[config.mk]
export PLATFORM = sky130hd
export DESIGN_NAME = signed_int_to_decimal_ascii
export DESIGN_NICKNAME = d
export VERILOG_FILES = /design/src/rtl/core/sitoa_pkg.sv /design/src/rtl/core/sitoa_datapath.sv /design/src/rtl/core/sitoa_ctrl.sv /design/src/rtl/core/signed_int_to_decimal_ascii.sv
export SDC_FILE = /design/constraint.sdc
export NUM_CORES = 1
export LEC_CHECK = 0
export ABC_AREA = 0
export BUFFER_PORTS_ARGS = -buffer_cell sky130_fd_sc_hd__buf_2
export CORE_ASPECT_RATIO = 0.75
export CORE_MARGIN = 4
export CORE_UTILIZATION = 35
export DETAILED_ROUTE_END_ITERATION = 8
export PLACE_DENSITY = 0.62
export SLEW_MARGIN = 0
export SYNTH_ARGS = -nofsm -noshare
export SYNTH_HDL_FRONTEND = slang
export SYNTH_HIERARCHICAL = 1
export SYNTH_SLANG_ARGS = --single-unit
export TNS_END_PERCENT = 1
[constraint.sdc]
create_clock -name i_clk -period 4.3 [get_ports i_clk]
set_clock_uncertainty 0.15 [all_clocks]
set_input_delay 0.86 -clock i_clk [delete_from_list [all_inputs] [get_ports i_clk]]
set_output_delay 0.86 -clock i_clk [all_outputs]
set_load 0.01 [all_outputs]
[src/rtl/core/sitoa_pkg.sv]
`default_nettype none
// ----------------------------------------------------------------------------
// sitoa_pkg
// Shared constants and types for the signed integer to decimal text block.
// ----------------------------------------------------------------------------
package sitoa_pkg;

    localparam int VALUE_BITS_DEF = 32;

    localparam logic [7:0] DIGIT_ZERO = 8'h30;
    localparam logic [7:0] MINUS_SIGN = 8'h2D;

    typedef enum logic [4:0] {
        ST_IDLE  = 5'b00001,
        ST_CONV  = 5'b00010,
        ST_LEAD  = 5'b00100,
        ST_SIGN  = 5'b01000,
        ST_DIGIT = 5'b10000
    } t_state;

    typedef struct packed {
        logic load;
        logic conv;
        logic lead;
        logic next;
        logic show_sign;
    } t_cmd;

    typedef struct packed {
        logic neg;
        logic idx_zero;
    } t_status;

endpackage : sitoa_pkg
`default_nettype wire

[src/rtl/core/sitoa_datapath.sv]
`default_nettype none
// ----------------------------------------------------------------------------
// sitoa_datapath
// Magnitude capture, shift-and-add-3 conversion four bits per cycle, leading
// digit search and character formation.
// ----------------------------------------------------------------------------
module sitoa_datapath #(
    parameter int VALUE_BITS = sitoa_pkg::VALUE_BITS_DEF
) (
    input  wire                           i_clk,
    input  wire sitoa_pkg::t_cmd          i_cmd,
    input  wire signed [VALUE_BITS-1:0]   i_value,
    output sitoa_pkg::t_status            o_status,
    output logic [7:0]                    o_character,
    output logic                          o_last
);

    localparam int MAG_W = ((VALUE_BITS + 3) / 4) * 4;
    localparam int ND    = ((VALUE_BITS - 1) * 1233) / 4096 + 1;
    localparam int BCD_W = ND * 4;
    localparam int IDX_W = $clog2(ND);

    logic [MAG_W-1:0]      r_mag;
    logic [MAG_W-1:0]      n_mag;
    logic [BCD_W-1:0]      r_bcd;
    logic [BCD_W-1:0]      n_bcd;
    logic                  r_neg;
    logic [IDX_W-1:0]      r_idx;
    logic [IDX_W-1:0]      lead_idx;
    logic [VALUE_BITS-1:0] raw;
    logic [VALUE_BITS-1:0] abs_val;
    logic [3:0]            digit;

    assign raw     = i_value;
    assign abs_val = raw[VALUE_BITS-1] ? (~raw + 1'b1) : raw;

    always_comb begin
        n_bcd = r_bcd;
        n_mag = r_mag;
        for (int s = 0; s < 4; s++) begin
            for (int d = 0; d < ND; d++) begin
                if (n_bcd[d*4 +: 4] >= 4'd5) begin
                    n_bcd[d*4 +: 4] = n_bcd[d*4 +: 4] + 4'd3;
                end
            end
            n_bcd = {n_bcd[BCD_W-2:0], n_mag[MAG_W-1]};
            n_mag = {n_mag[MAG_W-2:0], 1'b0};
        end
    end

    always_comb begin
        lead_idx = '0;
        for (int d = 0; d < ND; d++) begin
            if (r_bcd[d*4 +: 4] != 4'd0) begin
                lead_idx = IDX_W'(d);
            end
        end
    end

    always_ff @(posedge i_clk) begin
        if (i_cmd.load) begin
            r_mag <= MAG_W'(abs_val);
            r_bcd <= '0;
            r_neg <= raw[VALUE_BITS-1];
        end else if (i_cmd.conv) begin
            r_mag <= n_mag;
            r_bcd <= n_bcd;
        end
        if (i_cmd.lead) begin
            r_idx <= lead_idx;
        end else if (i_cmd.next) begin
            r_idx <= r_idx - 1'b1;
        end
    end

    assign digit             = r_bcd[{r_idx, 2'b00} +: 4];
    assign o_status.neg      = r_neg;
    assign o_status.idx_zero = (r_idx == '0);
    assign o_character       = i_cmd.show_sign ? sitoa_pkg::MINUS_SIGN
                                               : (sitoa_pkg::DIGIT_ZERO + {4'd0, digit});
    assign o_last            = !i_cmd.show_sign && (r_idx == '0);

endmodule : sitoa_datapath
`default_nettype wire

[src/rtl/core/sitoa_ctrl.sv]
`default_nettype none
// ----------------------------------------------------------------------------
// sitoa_ctrl
// Sequencer for capture, conversion steps, leading digit load and the
// character output handshake.
// ----------------------------------------------------------------------------
module sitoa_ctrl #(
    parameter int VALUE_BITS = sitoa_pkg::VALUE_BITS_DEF
) (
    input  wire                   i_clk,
    input  wire                   i_rst_n,
    input  wire                   i_in_valid,
    output logic                  o_in_stall,
    output logic                  o_out_valid,
    input  wire                   i_out_stall,
    input  wire sitoa_pkg::t_status i_status,
    output sitoa_pkg::t_cmd       o_cmd
);

    localparam int STEPS  = (VALUE_BITS + 3) / 4;
    localparam int STEP_W = $clog2(STEPS);

    sitoa_pkg::t_state r_state;
    sitoa_pkg::t_state n_state;
    logic [STEP_W-1:0] r_step;
    logic [STEP_W-1:0] n_step;

    always_comb begin
        n_state = r_state;
        n_step  = r_step;
        o_cmd   = '0;
        unique case (r_state)
            sitoa_pkg::ST_IDLE: begin
                if (i_in_valid) begin
                    o_cmd.load = 1'b1;
                    n_step     = '0;
                    n_state    = sitoa_pkg::ST_CONV;
                end
            end
            sitoa_pkg::ST_CONV: begin
                o_cmd.conv = 1'b1;
                n_step     = r_step + 1'b1;
                if (r_step == STEP_W'(STEPS - 1)) begin
                    n_state = sitoa_pkg::ST_LEAD;
                end
            end
            sitoa_pkg::ST_LEAD: begin
                o_cmd.lead = 1'b1;
                n_state    = i_status.neg ? sitoa_pkg::ST_SIGN : sitoa_pkg::ST_DIGIT;
            end
            sitoa_pkg::ST_SIGN: begin
                o_cmd.show_sign = 1'b1;
                if (!i_out_stall) begin
                    n_state = sitoa_pkg::ST_DIGIT;
                end
            end
            sitoa_pkg::ST_DIGIT: begin
                if (!i_out_stall) begin
                    if (i_status.idx_zero) begin
                        n_state = sitoa_pkg::ST_IDLE;
                    end else begin
                        o_cmd.next = 1'b1;
                    end
                end
            end
            default: begin
                n_state = sitoa_pkg::ST_IDLE;
            end
        endcase
    end

    always_ff @(posedge i_clk) begin
        if (!i_rst_n) begin
            r_state <= sitoa_pkg::ST_IDLE;
            r_step  <= '0;
        end else begin
            r_state <= n_state;
            r_step  <= n_step;
        end
    end

    assign o_in_stall  = !i_rst_n || (r_state != sitoa_pkg::ST_IDLE);
    assign o_out_valid = (r_state == sitoa_pkg::ST_SIGN) || (r_state == sitoa_pkg::ST_DIGIT);

`ifndef SYNTH
    a_accept_starts_conv: assert property (@(posedge i_clk) disable iff (!i_rst_n)
        (i_in_valid && !o_in_stall) |=> (r_state == sitoa_pkg::ST_CONV))
        else $error("Accepted item did not start conversion.");

    a_last_ends_item: assert property (@(posedge i_clk) disable iff (!i_rst_n)
        (r_state == sitoa_pkg::ST_DIGIT && !i_out_stall && i_status.idx_zero)
        |=> (r_state == sitoa_pkg::ST_IDLE))
        else $error("Final character did not return the sequencer to idle.");

    a_sign_only_negative: assert property (@(posedge i_clk) disable iff (!i_rst_n)
        (r_state == sitoa_pkg::ST_SIGN) |-> i_status.neg)
        else $error("Minus sign emitted for a non-negative value.");

    a_conv_length: assert property (@(posedge i_clk) disable iff (!i_rst_n)
        (r_state == sitoa_pkg::ST_LEAD) |-> $past(r_step) == STEP_W'(STEPS - 1))
        else $error("Conversion ended after the wrong number of steps.");
`endif

endmodule : sitoa_ctrl
`default_nettype wire

[src/rtl/core/signed_int_to_decimal_ascii.sv]
`default_nettype none
// The first character is valid after the capture (ST_IDLE), the conversion steps (ST_CONV) and ST_LEAD.
// An item gives N characters (1 to 11); no new item is accepted until its last character has left.
// Conversion is done by the shift-and-add-3 unit, four magnitude bits per cycle.
// Characters then leave one per cycle while the output is not stalled.
// Reset is synchronous, active low, returns the sequencer to idle and stalls the input.
// ----------------------------------------------------------------------------
// signed_int_to_decimal_ascii
// Converts a signed two's complement integer into its decimal ASCII text,
// most significant character first, with the final character flagged.
// ----------------------------------------------------------------------------
module signed_int_to_decimal_ascii #(
    parameter int VALUE_BITS = sitoa_pkg::VALUE_BITS_DEF
) (
    input  wire                         i_clk,
    input  wire                         i_rst_n,
    input  wire                         i_in_valid,
    output logic                        o_in_stall,
    input  wire signed [VALUE_BITS-1:0] i_value,
    output logic                        o_out_valid,
    input  wire                         i_out_stall,
    output logic [7:0]                  o_character,
    output logic                        o_last
);

    sitoa_pkg::t_cmd    cmd;
    sitoa_pkg::t_status status;

    sitoa_ctrl #(
        .VALUE_BITS (VALUE_BITS)
    ) u_ctrl (
        .i_clk       (i_clk),
        .i_rst_n     (i_rst_n),
        .i_in_valid  (i_in_valid),
        .o_in_stall  (o_in_stall),
        .o_out_valid (o_out_valid),
        .i_out_stall (i_out_stall),
        .i_status    (status),
        .o_cmd       (cmd)
    );

    sitoa_datapath #(
        .VALUE_BITS (VALUE_BITS)
    ) u_datapath (
        .i_clk       (i_clk),
        .i_cmd       (cmd),
        .i_value     (i_value),
        .o_status    (status),
        .o_character (o_character),
        .o_last      (o_last)
    );

endmodule : signed_int_to_decimal_ascii
`default_nettype wire
==> results.py, run 1 <==
metrics = {
    "outcome": {
        "status": "finished, final reports clean",
    },
    "cts": {
        "cts_root_buffer": "clkbuf_16",
        "clk_path_buf_depth": 2,
        "cts_hold_buffers": 0,
        "cts-buffers-inserted": 9,
        "clk_latency_ns": 0.35,
        "cts-htree-levels": 3,
        "cts_sinks": 85,
        "cts_tree": "built",
        "clkTransAtPathRegs_ns": 0.07,
    },
    "placement": {
        "placed_cell_area_um2": 10100,
        "dp_hpwl_um": 19500,
        "dp_slack_ns": 0.217,
        "port_buffers": 43,
        "gp_congestion": 0.889,
        "dp_cells": 1591,
    },
    "drt": {
        "drt_pre_antenna_iters": 6,
        "wl_per_cell_um": 16.2,
        "drt_iter0_markers": 777,
        "drt-vias-per-instance": 5.89,
        "ant_nets": 0,
        "drc": 0,
        "routed_wl_um": 26000,
        "num_vias": 9471,
    },
    "synthesis": {
        "syn_inst": 1233,
        "syn_avg_cell_area_um2": 7.72,
        "ys_seq_area_frac": 0.218,
        "ys_seq_elements": 85,
        "synth_compound_area_frac": 0.311,
        "ys.flop_type": "dfxtp_1",
        "synthSimpleGateAreaFrac": 0.236,
        "synth_cell_types": 113,
        "synthXorXnorAreaFrac": 0.0515,
        "post_synth_mux_area_share": 0.0686,
        "synth-async-reset-ratio": 0,
        "synth_edf_count": 37,
        "synth_fa_ha_area_frac": 0.0557,
        "netlist_area_um2": 9520,
        "synth_warnings": 6,
        "synth_top_family_by_area": "compound AO/OA/AOI/OAI gates",
    },
    "worst_setup_path": {
        "crit_start": "u_datapath/r_bcd[32]$_SDFFE_PP0P_",
        "reg2reg_depth": 16,
        "start_kind": "flip-flop",
        "cp_data_arrival_time_ns": 4.19,
        "crit_type": "flip-flop to flip-flop",
        "cp_max_fo": 11,
        "worstSetupEndpointType": "flip-flop",
        "worst_ep_required_time_ns": 4.37,
        "r2r-start": "u_datapath/r_bcd[32]$_SDFFE_PP0P_",
        "reg2reg_slack_ns": 0.18,
        "setup.worst_path.end": "u_datapath/r_bcd[37]$_SDFFE_PP0P_",
        "reg2reg_to": "u_datapath/r_bcd[37]$_SDFFE_PP0P_",
    },
    "run": {
        "maxCapViolCount": 0,
    },
    "sta": {
        "min_period_over_period": 0.958,
        "worst_slack_ns": 0.179,
        "clock.fmax_mhz": 243,
        "hold_viol": 0,
        "worst_pin_slew_ns": 0.786,
        "worst_slew_margin_rel": 0.472,
        "setup_viol": 0,
        "rsz0062_at_grt": "yes",
        "period_needed_ns": 4.12,
        "maxSlewViolCount": 0,
    },
    "power": {
        "p_leak_nw": 3.95,
        "vdd_ir_drop_max_v": 0.000262,
        "power_density_nw_per_um2": 423,
        "fin_total_pwr_mw": 4.42,
    },
    "grt": {
        "overflow": 0,
        "grt_pass1_vias": 8292,
        "grt_max_degree": 70,
        "grt_pass1_wl_um": 42600,
        "grt_use_total": 0.169,
        "antenna_found_initial": 0,
    },
    "min_path": {
        "holdCritPathClass": "flip-flop to flip-flop",
        "min_delay_path_depth": 2,
    },
    "finish": {
        "diodes": 0,
        "final_area_um2": 10500,
        "fin_cells": 1607,
        "mostFrequentLayoutCell": "nor2_1",
        "nNetsFinal": 1330,
        "layout_common_cells": "nor2_1, nand2_1, a21oi_1",
        "final_util": 0.397,
        "syn_to_final_growth_pct": 9.72,
        "drive_gt1_frac": 0.143,
    },
    "die": {
        "die_h_um": 151,
        "io_pins": 47,
        "dieWidth_um": 198,
        "die-area_um2": 29900,
        "initial_utilization": 0.361,
        "rows": 51,
        "core-area_um2": 26400,
    },
}
## sequential cells by signal, indices dropped and copies added (netlist names)
| name | cells |
|---|---|
| u_datapath/r_idx | 4 |
| u_datapath/r_mag | 32 |
| u_ctrl/r_state | 5 |
| u_ctrl/r_step | 3 |
| u_datapath/r_neg | 1 |
| u_datapath/r_bcd | 40 |
## repair_timing
action | 4_1_cts | 5_1_grt
buffers inserted | 0 | 0
resized for setup | 0 | 10
setup endpoints to repair | 0 | 11
## cells by family after synthesis
logic type | Yosys count
buffers and inverters | 126
multiplexers | 52
AO/OA/AOI/OAI | 418
flip-flops | 85
XOR/XNOR | 56
other | 2
adder cells (fa/ha/maj) | 44
AND/OR/NAND/NOR | 450
## synth_stat cells, drive strengths merged, types with 7 or more instances
library cell / n / area, µm²
mux2: 14 / 165
or3: 13 / 86.3
a311oi: 9 / 85.1
a21oi: 91 / 463
maj3: 8 / 80.1
inv: 52 / 195
xnor2: 24 / 210
o211ai: 21 / 186
or4: 8 / 63.8
o41ai: 7 / 83.8
and2: 22 / 138
nand2b: 13 / 81.3
edfxtp: 37 / 1110
a221oi: 10 / 87.6
or2: 10 / 62.6
o31ai: 21 / 171
clkbuf: 53 / 240
mux2i: 30 / 304
o311ai: 11 / 96.3
nor3: 43 / 236
a22oi: 10 / 75.1
o21a: 10 / 75.1
o22ai: 12 / 75.1
a211oi: 18 / 145
nor4: 7 / 50.1
nand3: 52 / 265
o21ai: 78 / 394
a21o: 11 / 82.6
dfxtp: 48 / 961
a31oi: 23 / 150
nor3b: 17 / 128
nor2: 124 / 468
a211o: 11 / 96.3
xor2: 32 / 280
nand2: 107 / 404
buf: 18 / 114
mux4: 8 / 184
ha: 36 / 450
## how the worst min path moves through the flow
stage | start | end | slack (ns)
floorplan | u_datapath/r_mag[28]$_DFFE_PP_ | u_datapath/r_bcd[0]$_SDFFE_PP0P_ | 0.31
global placement | u_ctrl/r_step[1]$_SDFFE_PN0P_ | u_ctrl/r_step[1]$_SDFFE_PN0P_ | 0.32
detailed placement | u_ctrl/r_step[2]$_SDFFE_PN0P_ | u_ctrl/r_step[2]$_SDFFE_PN0P_ | 0.34
CTS | u_ctrl/r_step[2]$_SDFFE_PN0P_ | u_ctrl/r_step[2]$_SDFFE_PN0P_ | 0.35
global route | u_ctrl/r_step[1]$_SDFFE_PN0P_ | u_ctrl/r_step[1]$_SDFFE_PN0P_ | 0.39
finish | u_ctrl/r_step[2]$_SDFFE_PN0P_ | u_ctrl/r_step[2]$_SDFFE_PN0P_ | 0.35
## critical path: stages, from the launching register on
cell and delay [ns]:
dfxtp_1 0.37, inv_1 0.13, ha_1 0.21, nand2b_1 0.09, a21oi_1 0.38, mux2_2 0.48
a21oi_1 0.26, xnor2_1 0.30, ha_1 0.26, o21bai_1 0.08, a21oi_1 0.17, a31oi_1 0.11
ha_1 0.29, nor2b_1 0.13, o211ai_1 0.30, xor2_1 0.20, o22ai_1 0.09
## report_power, final
group	total (mW)	switching (mW)	internal [mW]
clock network	0.771	0.368	0.404
registers	1.11	0.130	0.984
logic	2.54	1.55	0.985
total	4.42	2.05	2.37
## final cells by class
cell class	instances	area [µm²]
Fill cell	2692	15900
Multi-Input combinational cell	1023	6930
Sequential cell	85	2070
Timing Repair Buffer	85	531
Tap cell	344	430
Clock buffer	10	229
Inverter	54	203
Clock inverter	6	55.1
## layer usage
metal | GRT usage | routed length (µm) | vias up
li1 | - | - | 4736
met1 | 0.267 | 13700 | 4484
met2 | 0.244 | 10800 | 233
met3 | 0.0216 | 1190 | 18
met4 | 0.0376 | 302 | 0
met5 | 0 | 0 | -
## through the flow
stage | setup TNS [ns] | hold slack [ns]
floorplan | 0 | 0.306
global placement | 0 | 0.319
detailed placement | 0 | 0.342
CTS | 0 | 0.354
global route | -0.217 | 0.391
finish | 0 | 0.353
Note: power is estimated with default switching activity, not from simulation.
==> inputs of run 2 (changes only) <==
- ABC_CLOCK_PERIOD_IN_PS: unset -> 4300
- CELL_PAD_IN_SITES_DETAIL_PLACEMENT: unset -> 1
- CELL_PAD_IN_SITES_GLOBAL_PLACEMENT: unset -> 2
- CORE_UTILIZATION: 35 -> 34
- PLACE_DENSITY: 0.62 -> 0.88
- SYNTH_HIERARCHICAL: 1 -> unset
==> results.py, run 2 <==
metrics = {
    "cts": {
        "cts_hold_buffers": 0,
        "cts-buffers-inserted": 9,
        "clk_latency_ns": 0.35,
        "clk_path_buf_depth": 2,
        "post_cts_buffers": 0,
        "cts_tree": "built",
        "cts-htree-levels": 3,
        "cts_sinks": 85,
        "cts_root_buffer": "clkbuf_16",
        "clkTransAtPathRegs_ns": 0.07,
    },
    "synthesis": {
        "synth_cell_types": 73,
        "netlist_area_um2": 9070,
        "synth_area_leaders": "edfxtp_1, dfxtp_1, o21ai_0",
        "ys_seq_elements": 85,
        "ys.flop_type": "dfxtp_1",
        "synth_edf_count": 37,
        "ys_seq_area_frac": 0.228,
        "synth.top_cell.area_share": 0.122,
        "post-synth-top-count-cell": "nand2_1",
        "syn_inst": 1203,
        "synthTopCellsByCount": "nand2_1, o21ai_0, nor2_1, a21oi_1, inv_1",
        "syn_avg_cell_area_um2": 7.54,
        "synth_warnings": 0,
        "synth-async-reset-ratio": 0,
        "post-synth-top-area-cell": "edfxtp_1",
    },
    "power": {
        "switching_share": 0.468,
        "pwr-share-clk": 0.165,
        "switchingPower_mw": 2.26,
        "power_density_nw_per_um2": 476,
        "p_int_mw": 2.58,
        "power_frac_seq": 0.252,
        "comb_power_share": 0.583,
        "vdd_ir_drop_max_v": 0.000207,
        "p_leak_nw": 3.84,
    },
    "finish": {
        "mostFrequentLayoutCell": "nand2_1",
        "drive_gt1_frac": 0.141,
        "nNetsFinal": 1313,
        "final_area_um2": 10200,
        "reg.largest.list": "u_datapath.r_bcd x40, u_datapath.r_mag x32, u_ctrl.r_state x5",
        "layout_common_cells": "nand2_1, o21ai_0, nor2_1",
        "regMostFlops": "u_datapath.r_bcd",
        "largest_register_ffs": 40,
        "syn_to_final_growth_pct": 12.1,
        "final_util": 0.390,
        "diodes": 0,
        "fin_cells": 1582,
    },
    "sta": {
        "maxSlewViolCount": 0,
        "worst_slew_margin_rel": 0.386,
        "clock.fmax_mhz": 243,
        "setup_viol": 0,
        "min_period_over_period": 0.956,
        "worst_slack_ns": 0.188,
        "worst_pin_slew_ns": 0.915,
        "period_needed_ns": 4.11,
        "hold_viol": 0,
        "rsz0062_at_grt": "yes",
    },
    "drt": {
        "drt_pre_antenna_iters": 7,
        "drt-vias-per-instance": 5.81,
        "wl_per_cell_um": 17.6,
        "num_vias": 9198,
        "drc": 0,
        "routed_wl_um": 27900,
        "drt_iter0_markers": 589,
        "ant_nets": 0,
    },
    "grt": {
        "grt_max_degree": 71,
        "antenna_found_initial": 0,
        "grt_pass1_vias": 8988,
        "grt_use_total": 0.184,
        "overflow": 0,
        "grt_pass1_wl_um": 45700,
    },
    "worst_setup_path": {
        "reg2reg_to": "u_datapath.r_bcd[12]$_SDFFE_PP0P_",
        "setup.worst_path.end": "u_datapath.r_bcd[12]$_SDFFE_PP0P_",
        "crit_start": "u_datapath.r_bcd[9]$_SDFFE_PP0P_",
        "cp_data_arrival_time_ns": 4.23,
        "reg2reg_depth": 17,
        "start_kind": "flip-flop",
        "worstSetupEndpointType": "flip-flop",
        "crit_type": "flip-flop to flip-flop",
        "worst_ep_required_time_ns": 4.42,
        "r2r-start": "u_datapath.r_bcd[9]$_SDFFE_PP0P_",
        "critPathSlowestCell": "or4_1",
        "cp_max_fo": 7,
        "crit_path_max_incr_delay_ns": 0.48,
        "crit_chain": "inv_1, ha_2, nor2b_1, o21ai_0, nor2_1, inv_1, ha_1, o21bai_1, a211oi_2, or2_2, ha_1, nor3_1, a221oi_1, o31ai_2, and2_1, or4_1, o211ai_1",
        "reg2reg_slack_ns": 0.19,
    },
    "placement": {
        "gp_congestion": 0.830,
        "dp_hpwl_um": 21100,
        "placed_cell_area_um2": 9750,
        "port_buffers": 43,
        "dp_slack_ns": 0.0114,
        "dp_cells": 1566,
    },
    "die": {
        "die_h_um": 149,
        "io_pins": 47,
        "core-area_um2": 26100,
        "initial_utilization": 0.348,
        "rows": 51,
        "die-area_um2": 29400,
        "dieWidth_um": 197,
    },
    "outcome": {
        "status": "finished, final reports clean",
    },
    "run": {
        "maxCapViolCount": 0,
    },
    "min_path": {
        "holdCritPathClass": "flip-flop to flip-flop",
    },
}
run 2: metrics by stage:
stage | hold slack [ns] | TNS [ns] | power (mW)
5_1_grt | 0.354 | -0.183 | 5.25
3_3_place_gp | 0.285 | 0 | 3.89
2_1_floorplan | 0.268 | 0 | 3.25
3_5_place_dp | 0.290 | 0 | 3.97
6_report | 0.304 | 0 | 4.84
4_1_cts | 0.310 | 0 | 4.81
run 2: what timing repair did:
action	CTS	global route
setup endpoints to repair	0	23
resized for setup	0	27
endpoints found under the hold margin	0	0
run 2: cell type report:
cell class              count  area (µm²)
clock buffers               9         225
clock inverters             7        72.6
fillers                  3183       15900
inverters                  63         236
multi-input cells         997        6650
flip-flops and latches     85        2080
well taps                 344         430
repair buffers             77         470
run 2: power groups by stage:
stage / registers, mW / logic (mW) / clock network, mW
2_1_floorplan: 1.13 / 2.11 / 0
3_3_place_gp: 1.22 / 2.67 / 0
3_5_place_dp: 1.23 / 2.74 / 0
4_1_cts: 1.22 / 2.78 / 0.814
5_1_grt: 1.24 / 3.17 / 0.845
6_report: 1.22 / 2.82 / 0.801
run 2: how the worst min path moves through the flow:
stage	startpoint	end	slack [ns]	cells after the start
after global placement	u_datapath.r_mag[28]$_DFFE_PP_	u_datapath.r_bcd[0]$_SDFFE_PP0P_	0.29	2
after detailed placement	u_datapath.r_mag[28]$_DFFE_PP_	u_datapath.r_bcd[0]$_SDFFE_PP0P_	0.29	2
after global routing	u_datapath.r_mag[28]$_DFFE_PP_	u_datapath.r_bcd[0]$_SDFFE_PP0P_	0.35	2
final	u_datapath.r_mag[28]$_DFFE_PP_	u_datapath.r_bcd[0]$_SDFFE_PP0P_	0.30	2
after floorplan	u_datapath.r_mag[28]$_DFFE_PP_	u_datapath.r_bcd[0]$_SDFFE_PP0P_	0.27	2
after CTS	u_datapath.r_mag[28]$_DFFE_PP_	u_datapath.r_bcd[0]$_SDFFE_PP0P_	0.31	2
run 2: cells by family after synthesis:
family          count (synthesis)  synth area share
fa+ha+maj                      44            0.0607
compound gates                430             0.315
xor+xnor                       40            0.0386
simple gates                  427             0.233
other cells                     2          0.000828
flops                          85             0.228
mux                            53            0.0709
buf+inv                       122            0.0520
run 2: critical path: cells and delay by family, from the launching register on:
family,cells,cell delay (ns)
flip-flops,1,0.37
buffers and inverters,2,0.18
AO/OA/AOI/OAI,6,1.21
adder cells (fa/ha/maj),3,0.70
AND/OR/NAND/NOR,6,1.41
run 2: layer usage:
metal	GRT usage	up-vias	wire (µm)
met5	0	-	0
met4	0.0295	0	238
met3	0.0173	21	750
met2	0.288	119	12300
met1	0.280	4498	14600
li1	-	4560	-
